--- src/erm_pkg.sv ---
// Package for the event rate meter: field widths, action and register codes,
// averaging weights. No dependencies.
package erm_pkg;

  localparam int RATE_W     = 40;
  localparam int TPS_W      = 21;
  localparam int CFG_DATA_W = 32;
  localparam int CFG_IDX_W  = 2;
  localparam int ACTION_W   = 2;
  localparam int FRAMES_W   = 16;
  localparam int AVG_SUM_W  = RATE_W + 8;
  localparam int AVG_SHIFT  = 8;

  typedef logic [RATE_W-1:0]   rate_t;
  typedef logic [ACTION_W-1:0] action_t;
  typedef logic [CFG_IDX_W-1:0] cfg_idx_t;

  localparam action_t ACT_TICK  = 2'd0;
  localparam action_t ACT_ADD   = 2'd1;
  localparam action_t ACT_FLUSH = 2'd2;

  localparam cfg_idx_t CFG_COUNT_LIMIT = 2'd0;
  localparam cfg_idx_t CFG_TIME_LIMIT  = 2'd1;
  localparam cfg_idx_t CFG_TPS         = 2'd2;

  localparam logic [TPS_W-1:0] TPS_RESET = 21'd1000;
  localparam rate_t            RATE_MAX  = '1;

  localparam logic [7:0] AVG_OLD_WEIGHT = 8'd179;
  localparam logic [7:0] AVG_NEW_WEIGHT = 8'd77;

endpackage

--- src/event_rate_meter_ema_core.sv ---
// Channel   | Ports                                      | Handshake
// input     | in_action, in_frame_count                  | in_valid / in_ready
// result    | out_instant_rate, out_average_rate, out_updated | out_valid / out_ready
// config    | cfg_index, cfg_data                        | cfg_we, no wait
// A transaction that recomputes the rates passes the back end through S_MUL,
// a serial divider of D = COUNTER_WIDTH+21+RATE_FRAC_BITS bits in S_DIV (skipped
// when the elapsed tick count is zero), S_AVG and S_OUT; any other transaction is
// answered straight from S_IDLE with the rates held.
// The front takes a transaction every cycle until the two-entry queue fills.
// Synchronous active-low reset; no clearing pass. A stalled result holds the
// back end; the front keeps counting until the queue is full.
// Depends on erm_pkg, erm_front, erm_queue, erm_back.
module event_rate_meter_ema_core #(
  parameter int RATE_FRAC_BITS = 8,
  parameter int COUNTER_WIDTH  = 32
) (
  input  logic                           clk,
  input  logic                           rst_n,
  input  logic                           in_valid,
  output logic                           in_ready,
  input  erm_pkg::action_t               in_action,
  input  logic [erm_pkg::FRAMES_W-1:0]   in_frame_count,
  output logic                           out_valid,
  input  logic                           out_ready,
  output erm_pkg::rate_t                 out_instant_rate,
  output erm_pkg::rate_t                 out_average_rate,
  output logic                           out_updated,
  input  logic                           cfg_we,
  input  erm_pkg::cfg_idx_t              cfg_index,
  input  logic [erm_pkg::CFG_DATA_W-1:0] cfg_data
);
  import erm_pkg::*;

  localparam int QDW = 2 * COUNTER_WIDTH + 1;

  logic [CFG_DATA_W-1:0] count_limit_r;
  logic [CFG_DATA_W-1:0] time_limit_r;
  logic [TPS_W-1:0]      tps_r;

  logic           q_push, q_pop, q_full, q_empty;
  logic [QDW-1:0] q_push_data, q_pop_data;

  always_ff @(posedge clk) begin
    if (!rst_n) begin
      count_limit_r <= '0;
      time_limit_r  <= '0;
      tps_r         <= TPS_RESET;
    end else if (cfg_we) begin
      unique case (cfg_index)
        CFG_COUNT_LIMIT: count_limit_r <= cfg_data;
        CFG_TIME_LIMIT:  time_limit_r  <= cfg_data;
        CFG_TPS:         tps_r         <= cfg_data[TPS_W-1:0];
        default: begin
        end
      endcase
    end
  end

  erm_front #(
    .COUNTER_WIDTH(COUNTER_WIDTH)
  ) u_front (
    .clk           (clk),
    .rst_n         (rst_n),
    .in_valid      (in_valid),
    .in_ready      (in_ready),
    .in_action     (in_action),
    .in_frame_count(in_frame_count),
    .count_limit   (count_limit_r),
    .time_limit    (time_limit_r),
    .q_full        (q_full),
    .q_push        (q_push),
    .q_push_data   (q_push_data)
  );

  erm_queue #(
    .WIDTH(QDW)
  ) u_queue (
    .clk      (clk),
    .rst_n    (rst_n),
    .push     (q_push),
    .push_data(q_push_data),
    .pop      (q_pop),
    .pop_data (q_pop_data),
    .full     (q_full),
    .empty    (q_empty)
  );

  erm_back #(
    .COUNTER_WIDTH (COUNTER_WIDTH),
    .RATE_FRAC_BITS(RATE_FRAC_BITS)
  ) u_back (
    .clk             (clk),
    .rst_n           (rst_n),
    .q_empty         (q_empty),
    .q_data          (q_pop_data),
    .q_pop           (q_pop),
    .ticks_per_second(tps_r),
    .out_valid       (out_valid),
    .out_ready       (out_ready),
    .out_instant_rate(out_instant_rate),
    .out_average_rate(out_average_rate),
    .out_updated     (out_updated)
  );

  a_no_result_after_reset: assert property (@(posedge clk)
    !rst_n |=> !out_valid)
    else $error("result valid right after reset");

  a_limits_off_no_update: assert property (@(posedge clk) disable iff (!rst_n)
    q_push && (in_action == ACT_ADD) && (count_limit_r == '0) && (time_limit_r == '0)
    |-> !q_push_data[QDW-1])
    else $error("add transaction requested an update with both limits off");

  a_flush_idle_no_update: assert property (@(posedge clk) disable iff (!rst_n)
    q_push && (in_action == ACT_FLUSH) && (q_push_data[COUNTER_WIDTH-1:0] == '0)
    |-> !q_push_data[QDW-1])
    else $error("flush without elapsed ticks requested an update");

endmodule

--- src/erm_front.sv ---
// Front end of the rate meter: accepts transactions, keeps the saturating frame
// and tick counters and decides which transactions recompute the rates.
// Depends on erm_pkg.
module erm_front #(
  parameter int COUNTER_WIDTH = 32
) (
  input  logic                              clk,
  input  logic                              rst_n,
  input  logic                              in_valid,
  output logic                              in_ready,
  input  erm_pkg::action_t                  in_action,
  input  logic [erm_pkg::FRAMES_W-1:0]      in_frame_count,
  input  logic [erm_pkg::CFG_DATA_W-1:0]    count_limit,
  input  logic [erm_pkg::CFG_DATA_W-1:0]    time_limit,
  input  logic                              q_full,
  output logic                              q_push,
  output logic [2*COUNTER_WIDTH:0]          q_push_data
);
  import erm_pkg::*;

  localparam int CW   = COUNTER_WIDTH;
  localparam int CMPW = (CW > CFG_DATA_W) ? CW : CFG_DATA_W;

  logic [CW-1:0] frame_total_r, frame_total_nxt;
  logic [CW-1:0] elapsed_r, elapsed_nxt;
  logic [CW:0]   ft_sum;
  logic [CW-1:0] ft_add;
  logic [CW-1:0] ent_frames;
  logic          hit;
  logic          upd;
  logic          fire;

  assign in_ready = !q_full;
  assign fire     = in_valid && in_ready;

  assign ft_sum = (CW+1)'(frame_total_r) + (CW+1)'(in_frame_count);
  assign ft_add = ft_sum[CW] ? {CW{1'b1}} : ft_sum[CW-1:0];
  assign hit    = ((count_limit != '0) && (CMPW'(ft_add) > CMPW'(count_limit))) ||
                  ((time_limit != '0) && (CMPW'(elapsed_r) > CMPW'(time_limit)));

  always_comb begin
    frame_total_nxt = frame_total_r;
    elapsed_nxt     = elapsed_r;
    upd             = 1'b0;
    ent_frames      = frame_total_r;
    unique case (in_action)
      ACT_TICK: begin
        if (elapsed_r != {CW{1'b1}}) begin
          elapsed_nxt = elapsed_r + CW'(1);
        end
      end
      ACT_ADD: begin
        frame_total_nxt = ft_add;
        ent_frames      = ft_add;
        if (hit) begin
          upd             = 1'b1;
          frame_total_nxt = '0;
          elapsed_nxt     = '0;
        end
      end
      ACT_FLUSH: begin
        upd             = (elapsed_r != '0);
        frame_total_nxt = '0;
        elapsed_nxt     = '0;
      end
      default: begin
      end
    endcase
  end

  assign q_push      = fire;
  assign q_push_data = {upd, ent_frames, elapsed_r};

  always_ff @(posedge clk) begin
    if (!rst_n) begin
      frame_total_r <= '0;
      elapsed_r     <= '0;
    end else if (fire) begin
      frame_total_r <= frame_total_nxt;
      elapsed_r     <= elapsed_nxt;
    end
  end

endmodule

--- src/erm_queue.sv ---
// Two-entry queue between front and back of the rate meter.
// Depends on nothing.
module erm_queue #(
  parameter int WIDTH = 65
) (
  input  logic             clk,
  input  logic             rst_n,
  input  logic             push,
  input  logic [WIDTH-1:0] push_data,
  input  logic             pop,
  output logic [WIDTH-1:0] pop_data,
  output logic             full,
  output logic             empty
);

  logic [WIDTH-1:0] entry_r [2];
  logic             wr_ptr_r, rd_ptr_r;
  logic [1:0]       count_r;

  assign full     = (count_r == 2'd2);
  assign empty    = (count_r == 2'd0);
  assign pop_data = entry_r[rd_ptr_r];

  always_ff @(posedge clk) begin
    if (push) begin
      entry_r[wr_ptr_r] <= push_data;
    end
  end

  always_ff @(posedge clk) begin
    if (!rst_n) begin
      wr_ptr_r <= 1'b0;
      rd_ptr_r <= 1'b0;
      count_r  <= 2'd0;
    end else begin
      if (push) begin
        wr_ptr_r <= !wr_ptr_r;
      end
      if (pop) begin
        rd_ptr_r <= !rd_ptr_r;
      end
      case ({push, pop})
        2'b10:   count_r <= count_r + 2'd1;
        2'b01:   count_r <= count_r - 2'd1;
        default: count_r <= count_r;
      endcase
    end
  end

endmodule

--- src/erm_back.sv ---
// Back end of the rate meter: bit-serial rate division, moving average and the
// result register. Depends on erm_pkg.
module erm_back #(
  parameter int COUNTER_WIDTH  = 32,
  parameter int RATE_FRAC_BITS = 8
) (
  input  logic                         clk,
  input  logic                         rst_n,
  input  logic                         q_empty,
  input  logic [2*COUNTER_WIDTH:0]     q_data,
  output logic                         q_pop,
  input  logic [erm_pkg::TPS_W-1:0]    ticks_per_second,
  output logic                         out_valid,
  input  logic                         out_ready,
  output erm_pkg::rate_t               out_instant_rate,
  output erm_pkg::rate_t               out_average_rate,
  output logic                         out_updated
);
  import erm_pkg::*;

  localparam int CW   = COUNTER_WIDTH;
  localparam int DW   = CW + TPS_W + RATE_FRAC_BITS;
  localparam int QW   = (DW > RATE_W) ? DW : RATE_W;
  localparam int CNTW = $clog2(DW);

  typedef enum logic [4:0] {
    S_IDLE = 5'b00001,
    S_MUL  = 5'b00010,
    S_DIV  = 5'b00100,
    S_AVG  = 5'b01000,
    S_OUT  = 5'b10000
  } back_state_t;

  back_state_t   state_r, state_nxt;
  logic [CW-1:0] frames_r, frames_nxt;
  logic [CW-1:0] divisor_r, divisor_nxt;
  logic [DW-1:0] num_r, num_nxt;
  logic [CW-1:0] rem_r, rem_nxt;
  logic [CNTW-1:0] cnt_r, cnt_nxt;
  logic          divz_r, divz_nxt;
  rate_t         inst_r, inst_nxt;
  rate_t         avg_r, avg_nxt;
  logic          out_valid_r, out_valid_nxt;
  rate_t         out_inst_r, out_inst_nxt;
  rate_t         out_avg_r, out_avg_nxt;
  logic          out_upd_r, out_upd_nxt;

  logic          slot_free;
  logic [DW-1:0] prod;
  logic [CW:0]   rem_try;
  logic          rem_ge;
  logic [CW:0]   rem_sub;
  logic [QW-1:0] q_ext;
  rate_t         inst_sat;
  rate_t         inst_new;
  logic [AVG_SUM_W-1:0] avg_sum;
  rate_t         avg_new;

  assign slot_free = !out_valid_r || out_ready;
  assign prod      = DW'(frames_r) * DW'(ticks_per_second);
  assign rem_try   = {rem_r, num_r[DW-1]};
  assign rem_ge    = (rem_try >= {1'b0, divisor_r});
  assign rem_sub   = rem_try - {1'b0, divisor_r};
  assign q_ext     = QW'(num_r);
  assign inst_sat  = ((q_ext >> RATE_W) != '0) ? RATE_MAX : q_ext[RATE_W-1:0];
  assign inst_new  = divz_r ? RATE_MAX : inst_sat;
  assign avg_sum   = AVG_SUM_W'(avg_r) * AVG_SUM_W'(AVG_OLD_WEIGHT) +
                     AVG_SUM_W'(inst_new) * AVG_SUM_W'(AVG_NEW_WEIGHT);
  assign avg_new   = (avg_r == '0) ? inst_new : avg_sum[AVG_SUM_W-1:AVG_SHIFT];

  always_comb begin
    state_nxt     = state_r;
    frames_nxt    = frames_r;
    divisor_nxt   = divisor_r;
    num_nxt       = num_r;
    rem_nxt       = rem_r;
    cnt_nxt       = cnt_r;
    divz_nxt      = divz_r;
    inst_nxt      = inst_r;
    avg_nxt       = avg_r;
    out_valid_nxt = out_valid_r && !out_ready;
    out_inst_nxt  = out_inst_r;
    out_avg_nxt   = out_avg_r;
    out_upd_nxt   = out_upd_r;
    q_pop         = 1'b0;
    unique case (state_r)
      S_IDLE: begin
        if (!q_empty && slot_free) begin
          q_pop = 1'b1;
          if (q_data[2*CW]) begin
            frames_nxt  = q_data[2*CW-1:CW];
            divisor_nxt = q_data[CW-1:0];
            state_nxt   = S_MUL;
          end else begin
            out_valid_nxt = 1'b1;
            out_inst_nxt  = inst_r;
            out_avg_nxt   = avg_r;
            out_upd_nxt   = 1'b0;
          end
        end
      end
      S_MUL: begin
        num_nxt   = prod << RATE_FRAC_BITS;
        rem_nxt   = '0;
        cnt_nxt   = CNTW'(DW - 1);
        divz_nxt  = (divisor_r == '0);
        state_nxt = (divisor_r == '0) ? S_AVG : S_DIV;
      end
      S_DIV: begin
        rem_nxt = rem_ge ? rem_sub[CW-1:0] : rem_try[CW-1:0];
        num_nxt = {num_r[DW-2:0], rem_ge};
        cnt_nxt = cnt_r - CNTW'(1);
        if (cnt_r == '0) begin
          state_nxt = S_AVG;
        end
      end
      S_AVG: begin
        inst_nxt  = inst_new;
        avg_nxt   = avg_new;
        state_nxt = S_OUT;
      end
      S_OUT: begin
        if (slot_free) begin
          out_valid_nxt = 1'b1;
          out_inst_nxt  = inst_r;
          out_avg_nxt   = avg_r;
          out_upd_nxt   = 1'b1;
          state_nxt     = S_IDLE;
        end
      end
      default: state_nxt = S_IDLE;
    endcase
  end

  always_ff @(posedge clk) begin
    if (!rst_n) begin
      state_r     <= S_IDLE;
      inst_r      <= '0;
      avg_r       <= '0;
      out_valid_r <= 1'b0;
    end else begin
      state_r     <= state_nxt;
      inst_r      <= inst_nxt;
      avg_r       <= avg_nxt;
      out_valid_r <= out_valid_nxt;
    end
  end

  always_ff @(posedge clk) begin
    frames_r   <= frames_nxt;
    divisor_r  <= divisor_nxt;
    num_r      <= num_nxt;
    rem_r      <= rem_nxt;
    cnt_r      <= cnt_nxt;
    divz_r     <= divz_nxt;
    out_inst_r <= out_inst_nxt;
    out_avg_r  <= out_avg_nxt;
    out_upd_r  <= out_upd_nxt;
  end

  assign out_valid        = out_valid_r;
  assign out_instant_rate = out_inst_r;
  assign out_average_rate = out_avg_r;
  assign out_updated      = out_upd_r;

endmodule
--- config.mk ---
export PLATFORM = sky130hd
export DESIGN_NAME = event_rate_meter_ema_core
export DESIGN_NICKNAME = d
export VERILOG_FILES = /design/src/erm_pkg.sv /design/src/event_rate_meter_ema_core.sv /design/src/erm_front.sv /design/src/erm_queue.sv /design/src/erm_back.sv
export SDC_FILE = /design/constraint.sdc
export NUM_CORES = 2
export LEC_CHECK = 0
export ABC_CLOCK_PERIOD_IN_PS = 18200
export BUFFER_PORTS_ARGS = -buffer_cell sky130_fd_sc_hd__buf_2
export CAP_MARGIN = 0
export CORE_MARGIN = 2
export CORE_UTILIZATION = 45
export DETAILED_ROUTE_END_ITERATION = 8
export PLACE_DENSITY = 0.58
export SYNTH_ARGS = -nofsm -noshare
export SYNTH_HDL_FRONTEND = slang
export SYNTH_SLANG_ARGS = --single-unit
--- constraint.sdc ---
create_clock -name clk -period 18.2 [get_ports clk]
set_clock_uncertainty 0.15 [all_clocks]
set_input_delay 0.91 -clock clk [delete_from_list [all_inputs] [get_ports clk]]
set_output_delay 0.91 -clock clk [all_outputs]
set_load 0.01 [all_outputs]
Word-level counts from Yosys, hierarchy flattened
Memories as Yosys holds them, arrays and structs flattened. A register that Yosys moved wholly into a read port is not among the register bits.
Cells that the tools add are included.
W data, S select, Z words.
Operators by class
  add/subtract/negate cells: 7
  multipliers: 3
  order comparisons: 3
  equality and inequality tests: 20
  muxes and demuxes: 45
  reduce and logical (&&, ||, !) cells: 36
Operators with widths (count)
  $mux W40: 9
  $mux W32: 6
  $pmux W40 S2: 2
  $pmux W32 S2: 2
  $pmux W61 S2: 1
  $pmux W32 S3: 1
  $reduce_bool A32 Y1: 3
  $gt A32 B32 Y1: 2
  $reduce_bool A61 Y1: 1
  $mul A32 B21 Y53: 1
  $add A48 B47 Y48: 1
  $mul A40 B8 Y48 const B: 1
  $mul A40 B7 Y47 const B: 1
  $logic_not A40 Y1: 1
  $add A32 B16 Y33: 1
  $ge A33 B32 Y1: 1
  $add A32 B1 Y32 const B: 1
  $logic_not A32 Y1: 1
  $ne A32 B32 Y1 const B: 1
  $sub A32 B32 Y32: 1
  $pmux W5 S5: 1
  $mux W5: 4
  $mux W1: 13
  $pmux W6 S2: 1
  other kinds (25): 57
Storage, ports and cells
  bits in registers: 484
  bits in writable memories: 130
  output and inout bits: 83
  word-level logic and storage cells: 136
  memories: 1
Memories
  u_queue.entry_r: depth 2, width 65, rd ports 1, clocked after Yosys merged registers in 1, wr ports 1, line erm_queue.sv:16  | logic [WIDTH-1:0] entry_r [2];

Logic depth before layout (Yosys ltp)
  word-level depth: 7
  depth in mapped cells: 30

By module
Synthesis repeated with hierarchy kept, for this count alone.
Unflattened totals
  cells, all modules: 6448
  area total of the unflattened synthesis: 62653.8 µm²
Modules (own cells, without submodules)
  erm_back: times used 1, cells each 4919, area each 47500.6 µm²
  erm_front: times used 1, cells each 982, area each 6920.4 µm²
  erm_queue: times used 1, cells each 224, area each 4899.7 µm²
  event_rate_meter_ema_core: times used 1, cells each 323, area each 3333.2 µm²

Worst setup path before layout
Ideal clock, no wire load.
  path type: register to register
  start point: register u_back.state_r[1]
  end point: register u_back.out_avg_r[0], in the netlist u_back.out_average_rate[0], enable pin
  arrival time: 7.188 ns
  required time: 17.409 ns
  path slack: 10.221 ns
  cell stages (with the launch flop): 5
  path buffers: 0
  cells stage by stage: dfxtp_1 or3_1 nor3b_1 a21oi_1 a211oi_1
Between the ends
  cells in the longest elaborated chain, start to end: 3
  elaborated cells on any way between the ends: 7
  classes of those cells: 5 x eq/ne; 2 x reduce/logical
RTL lines
  from (decl): line erm_back.sv:34  | back_state_t state_r, state_nxt;
  from (signal assigned): line erm_back.sv:142  | state_r <= state_nxt;
  $eq A5 B5 Y1 / $eq A5 B1 Y1 (equally long branches): line erm_back.sv:86  | unique case (state_r)
  $ne A2 B1 Y1 (no line) (tied with other cells)
  $reduce_and A4 Y1 (no line) *
  to (signal assigned): line erm_back.sv:157  | out_avg_r <= out_avg_nxt;
  to (decl): line erm_back.sv:45  | rate_t out_avg_r, out_avg_nxt;
Every way passes the cells marked *; elsewhere a longest branch is shown, timed or not.
A chain may end at the register's enable or synchronous reset.

Final worst setup path
  start point: register u_back.frames_r[10]
  end point: register u_back.num_r[58], data pin
Between the ends
  cells in the longest elaborated chain, start to end: 2
RTL lines
  from (decl): line erm_back.sv:35  | logic [CW-1:0] frames_r, frames_nxt;
  from (signal assigned): line erm_back.sv:150  | frames_r <= frames_nxt;
  $mul A32 B21 Y53: line erm_back.sv:60  | assign prod = DW'(frames_r) * DW'(ticks_per_second);
  $pmux W61 S2: line erm_back.sv:86
  named net u_back.num_nxt[58]: line erm_back.sv:37  | logic [DW-1:0] num_r, num_nxt;
  to (signal assigned): line erm_back.sv:152  | num_r <= num_nxt;
  to (decl): line erm_back.sv:37
The timed path passes the listed nets, and every way through them passes these cells.

==> impl_metrics.env <==
export IMPL_syn_to_final_growth_pct=8.04
export IMPL_synth_edf_count=375
export IMPL_crit_type="register to register"
export IMPL_slew_headroom=0.148
export IMPL_required_ns=18.44
export IMPL_synth_area_leaders="fa_1, edfxtp_1, ha_1"
export IMPL_post_cts_setup_buffers=0
export IMPL_grt_setup_unrepaired="false"
export IMPL_post_route_cells_drive_above_1_share=0.0731
export IMPL_num_vias=42700
export IMPL_firstDrtPassIters=6
export IMPL_drc_errors=0
export IMPL_drtIter0Drc=2522
export IMPL_fin_nets=7584
export IMPL_syn_num_nets=7592
export IMPL_grt_max_degree=89
export IMPL_cts_sink_count=615
export IMPL_gr_total_overflow=0
export IMPL_fp_coreArea_sq_um=133000
export IMPL_path_max_fanout=21
export IMPL_die_w_microns=371
export IMPL_ios=140
export IMPL_ant_nets=0
export IMPL_post_cts_resized=0
export IMPL_routedWlPerCell_microns=19.7
export IMPL_finalCritPeriodShare=0.476
export IMPL_async_reset_ff_frac=0
export IMPL_fill_cells=12600
export IMPL_post_route_min_period_ns=8.66
export IMPL_synth_seq_area_share=0.265
export IMPL_final_max_slew_viol_count=0
export IMPL_grt_pass1_wl_microns=254000
export IMPL_avgSynthCellArea_sq_um=9.81
export IMPL_hold_viol_final=0
export IMPL_syn_inst=6172
export IMPL_port_buffers=139
export IMPL_synth_top_area_frac=0.276
export IMPL_path_common_cell="fa_1"
export IMPL_cts_inserted_buffers=72
export IMPL_synth_flop_cell="edfxtp_1"
export IMPL_final_design_area_no_fill_sq_um=65400
export IMPL_gp_congestion=0.918
export IMPL_synth_distinct_cells=82
export IMPL_worst_pin_slew_ns=1.27
export IMPL_synth_seq_cells=615
export IMPL_max_stage_delay_ns=1.02
export IMPL_crit_path_start_kind="register"
export IMPL_h_tree_depth=3
export IMPL_viasPerCell=5.35
export IMPL_final_setup_tns_ns=0
export IMPL_hold_class="register to register"
export IMPL_path_clk_slew_ns=0.06
export IMPL_cts_root_buf="clkbuf_16"
export IMPL_die_y_microns=371
export IMPL_grt_pass1_vias=45100
export IMPL_outcome="complete, no violations"
export IMPL_initial_core_util=0.454
export IMPL_synthesis_area_sq_um=60500
export IMPL_timing_fmax_mhz=116
export IMPL_cts_buffer_depth=3
export IMPL_ys_warn_count=0
export IMPL_routed_wl_microns=158000
export IMPL_maxCapViolCount=0
export IMPL_grt_total_usage=0.236
export IMPL_grt_antenna_before_repair=1
export IMPL_crit_path_end_kind="register"
export IMPL_cts_tree="built"
export IMPL_postCtsHoldBufs=0
export IMPL_dp_hpwl_microns=121000
export IMPL_cp_arrival_ns=8.90
export IMPL_dpl_cell_area_sq_um=62900
export IMPL_dieArea_sq_um=137000
export IMPL_yosys_area_top_type="fa_1"
export IMPL_setup_violations_final=0
export IMPL_worstSkewPairLatency_ns=0.68
export IMPL_cp_slowest_cell="edfxtp_1"
export IMPL_core_rowCount=134
-- stage by stage --
step,worst slack [ns],std cells,util,hold slack [ns]
finish,9.54,7992,0.490,0.279
global route,9.09,7992,0.490,0.284
CTS,9.59,7991,0.490,0.276
detailed placement,9.60,7858,0.471,0.265
global placement,9.63,7858,0.471,0.265
floorplan,10.22,6172,-,0.259
-- kinds of logic (layout without fill, tap and decap cells) --
kind of cell | after synthesis | after routing | share of synthesized area
buffers and inverters | 1401 | 1452 | 0.0873
AND/OR/NAND/NOR | 1697 | 1697 | 0.136
adder cells (fa/ha/maj) | 1363 | 1363 | 0.385
multiplexers | 78 | 78 | 0.0143
XOR/XNOR | 135 | 135 | 0.0195
other | 0 | 1 | 0
AO/OA/AOI/OAI | 883 | 883 | 0.0922
flip-flops | 615 | 615 | 0.265
-- cells in the final DEF, fill, tap and decap left out, types with 87 or more instances in the layout --
cell type / instances
a21oi_1: 328
dfxtp_1: 235
a21o_1: 97
nor2_1: 257
nand2_1: 677
fa_1: 835
edfxtp_1: 375
o21ai_0: 156
inv_1: 1115
ha_1: 527
nand3_1: 87
and2_1: 371
buf_2: 139
-- Yosys cell counts, types with 34 or more instances --
cell type,instances
edfxtp_1,375
o31ai_1,45
fa_1,835
nand4_1,50
and3_1,36
a21oi_1,328
nand2_1,678
nor2_1,258
nor3_1,35
nand3_1,88
inv_1,1116
mux2_2,70
ha_1,528
and2_1,371
dfxtp_1,240
xnor2_1,74
nor4_1,45
a21o_1,97
a31oi_1,34
o21ai_0,156
xor2_1,61
a211oi_1,67
clkbuf_1,268
-- worst max-delay path: cells and delay by family, from the launching register on --
kind                     cells  cell delay [ns]
AO/OA/AOI/OAI                8             2.37
buffers and inverters        6             0.32
XOR/XNOR                     1             0.19
adder cells (fa/ha/maj)      8             3.82
AND/OR/NAND/NOR              3             0.44
flip-flops                   1             1.02
-- worst paths after layout --
check / from / endpoint / slack, ns / depth (start not counted)
setup / recovery: u_back.frames_r[10] / u_back.num_r[58] / 9.54 / 26
hold / removal: u_back.inst_r[29] / u_back.out_instant_rate[29] / 0.28 / 0
hold reg to reg: u_back.inst_r[29] / u_back.out_instant_rate[29] / 0.28 / 0
setup reg to reg: u_back.frames_r[10] / u_back.num_r[58] / 9.54 / 26
-- layer usage --
layer	up-vias	GRT usage	part of all wire	routed length (microns)
li1	19900	-	-	-
met1	21700	0.315	0.44	69400
met2	982	0.403	0.49	77400
met3	194	0.0320	0.046	7250
met4	0	0.0603	0.024	3730
met5	-	0	0	0
-- sequential cells by signal, indices dropped and copies added, names as in the netlist, 40 cells and up, named ones only --
signal                   flops
u_back.out_instant_rate     40
u_back.out_average_rate     40
u_back.inst_r               40
u_back.avg_r                40
u_queue.entry_r            130
u_back.num_r                61
-- cell type report --
cell class / count / area (sq um) / share of cell area
well taps: 1768 / 2210 / 0.0338
inverters: 1116 / 4190 / 0.0641
multi-input cells: 4156 / 39300 / 0.600
diodes: 1 / 2.50 / 0.0000383
repair buffers: 203 / 1180 / 0.0180
clock inverters: 37 / 542 / 0.00828
flip-flops and latches: 615 / 16100 / 0.246
clock buffers: 96 / 1950 / 0.0299
Power is left out: the tool's default activity adds up to more than one toggle a clock period on the data nets, which glitch-free logic cannot reach.
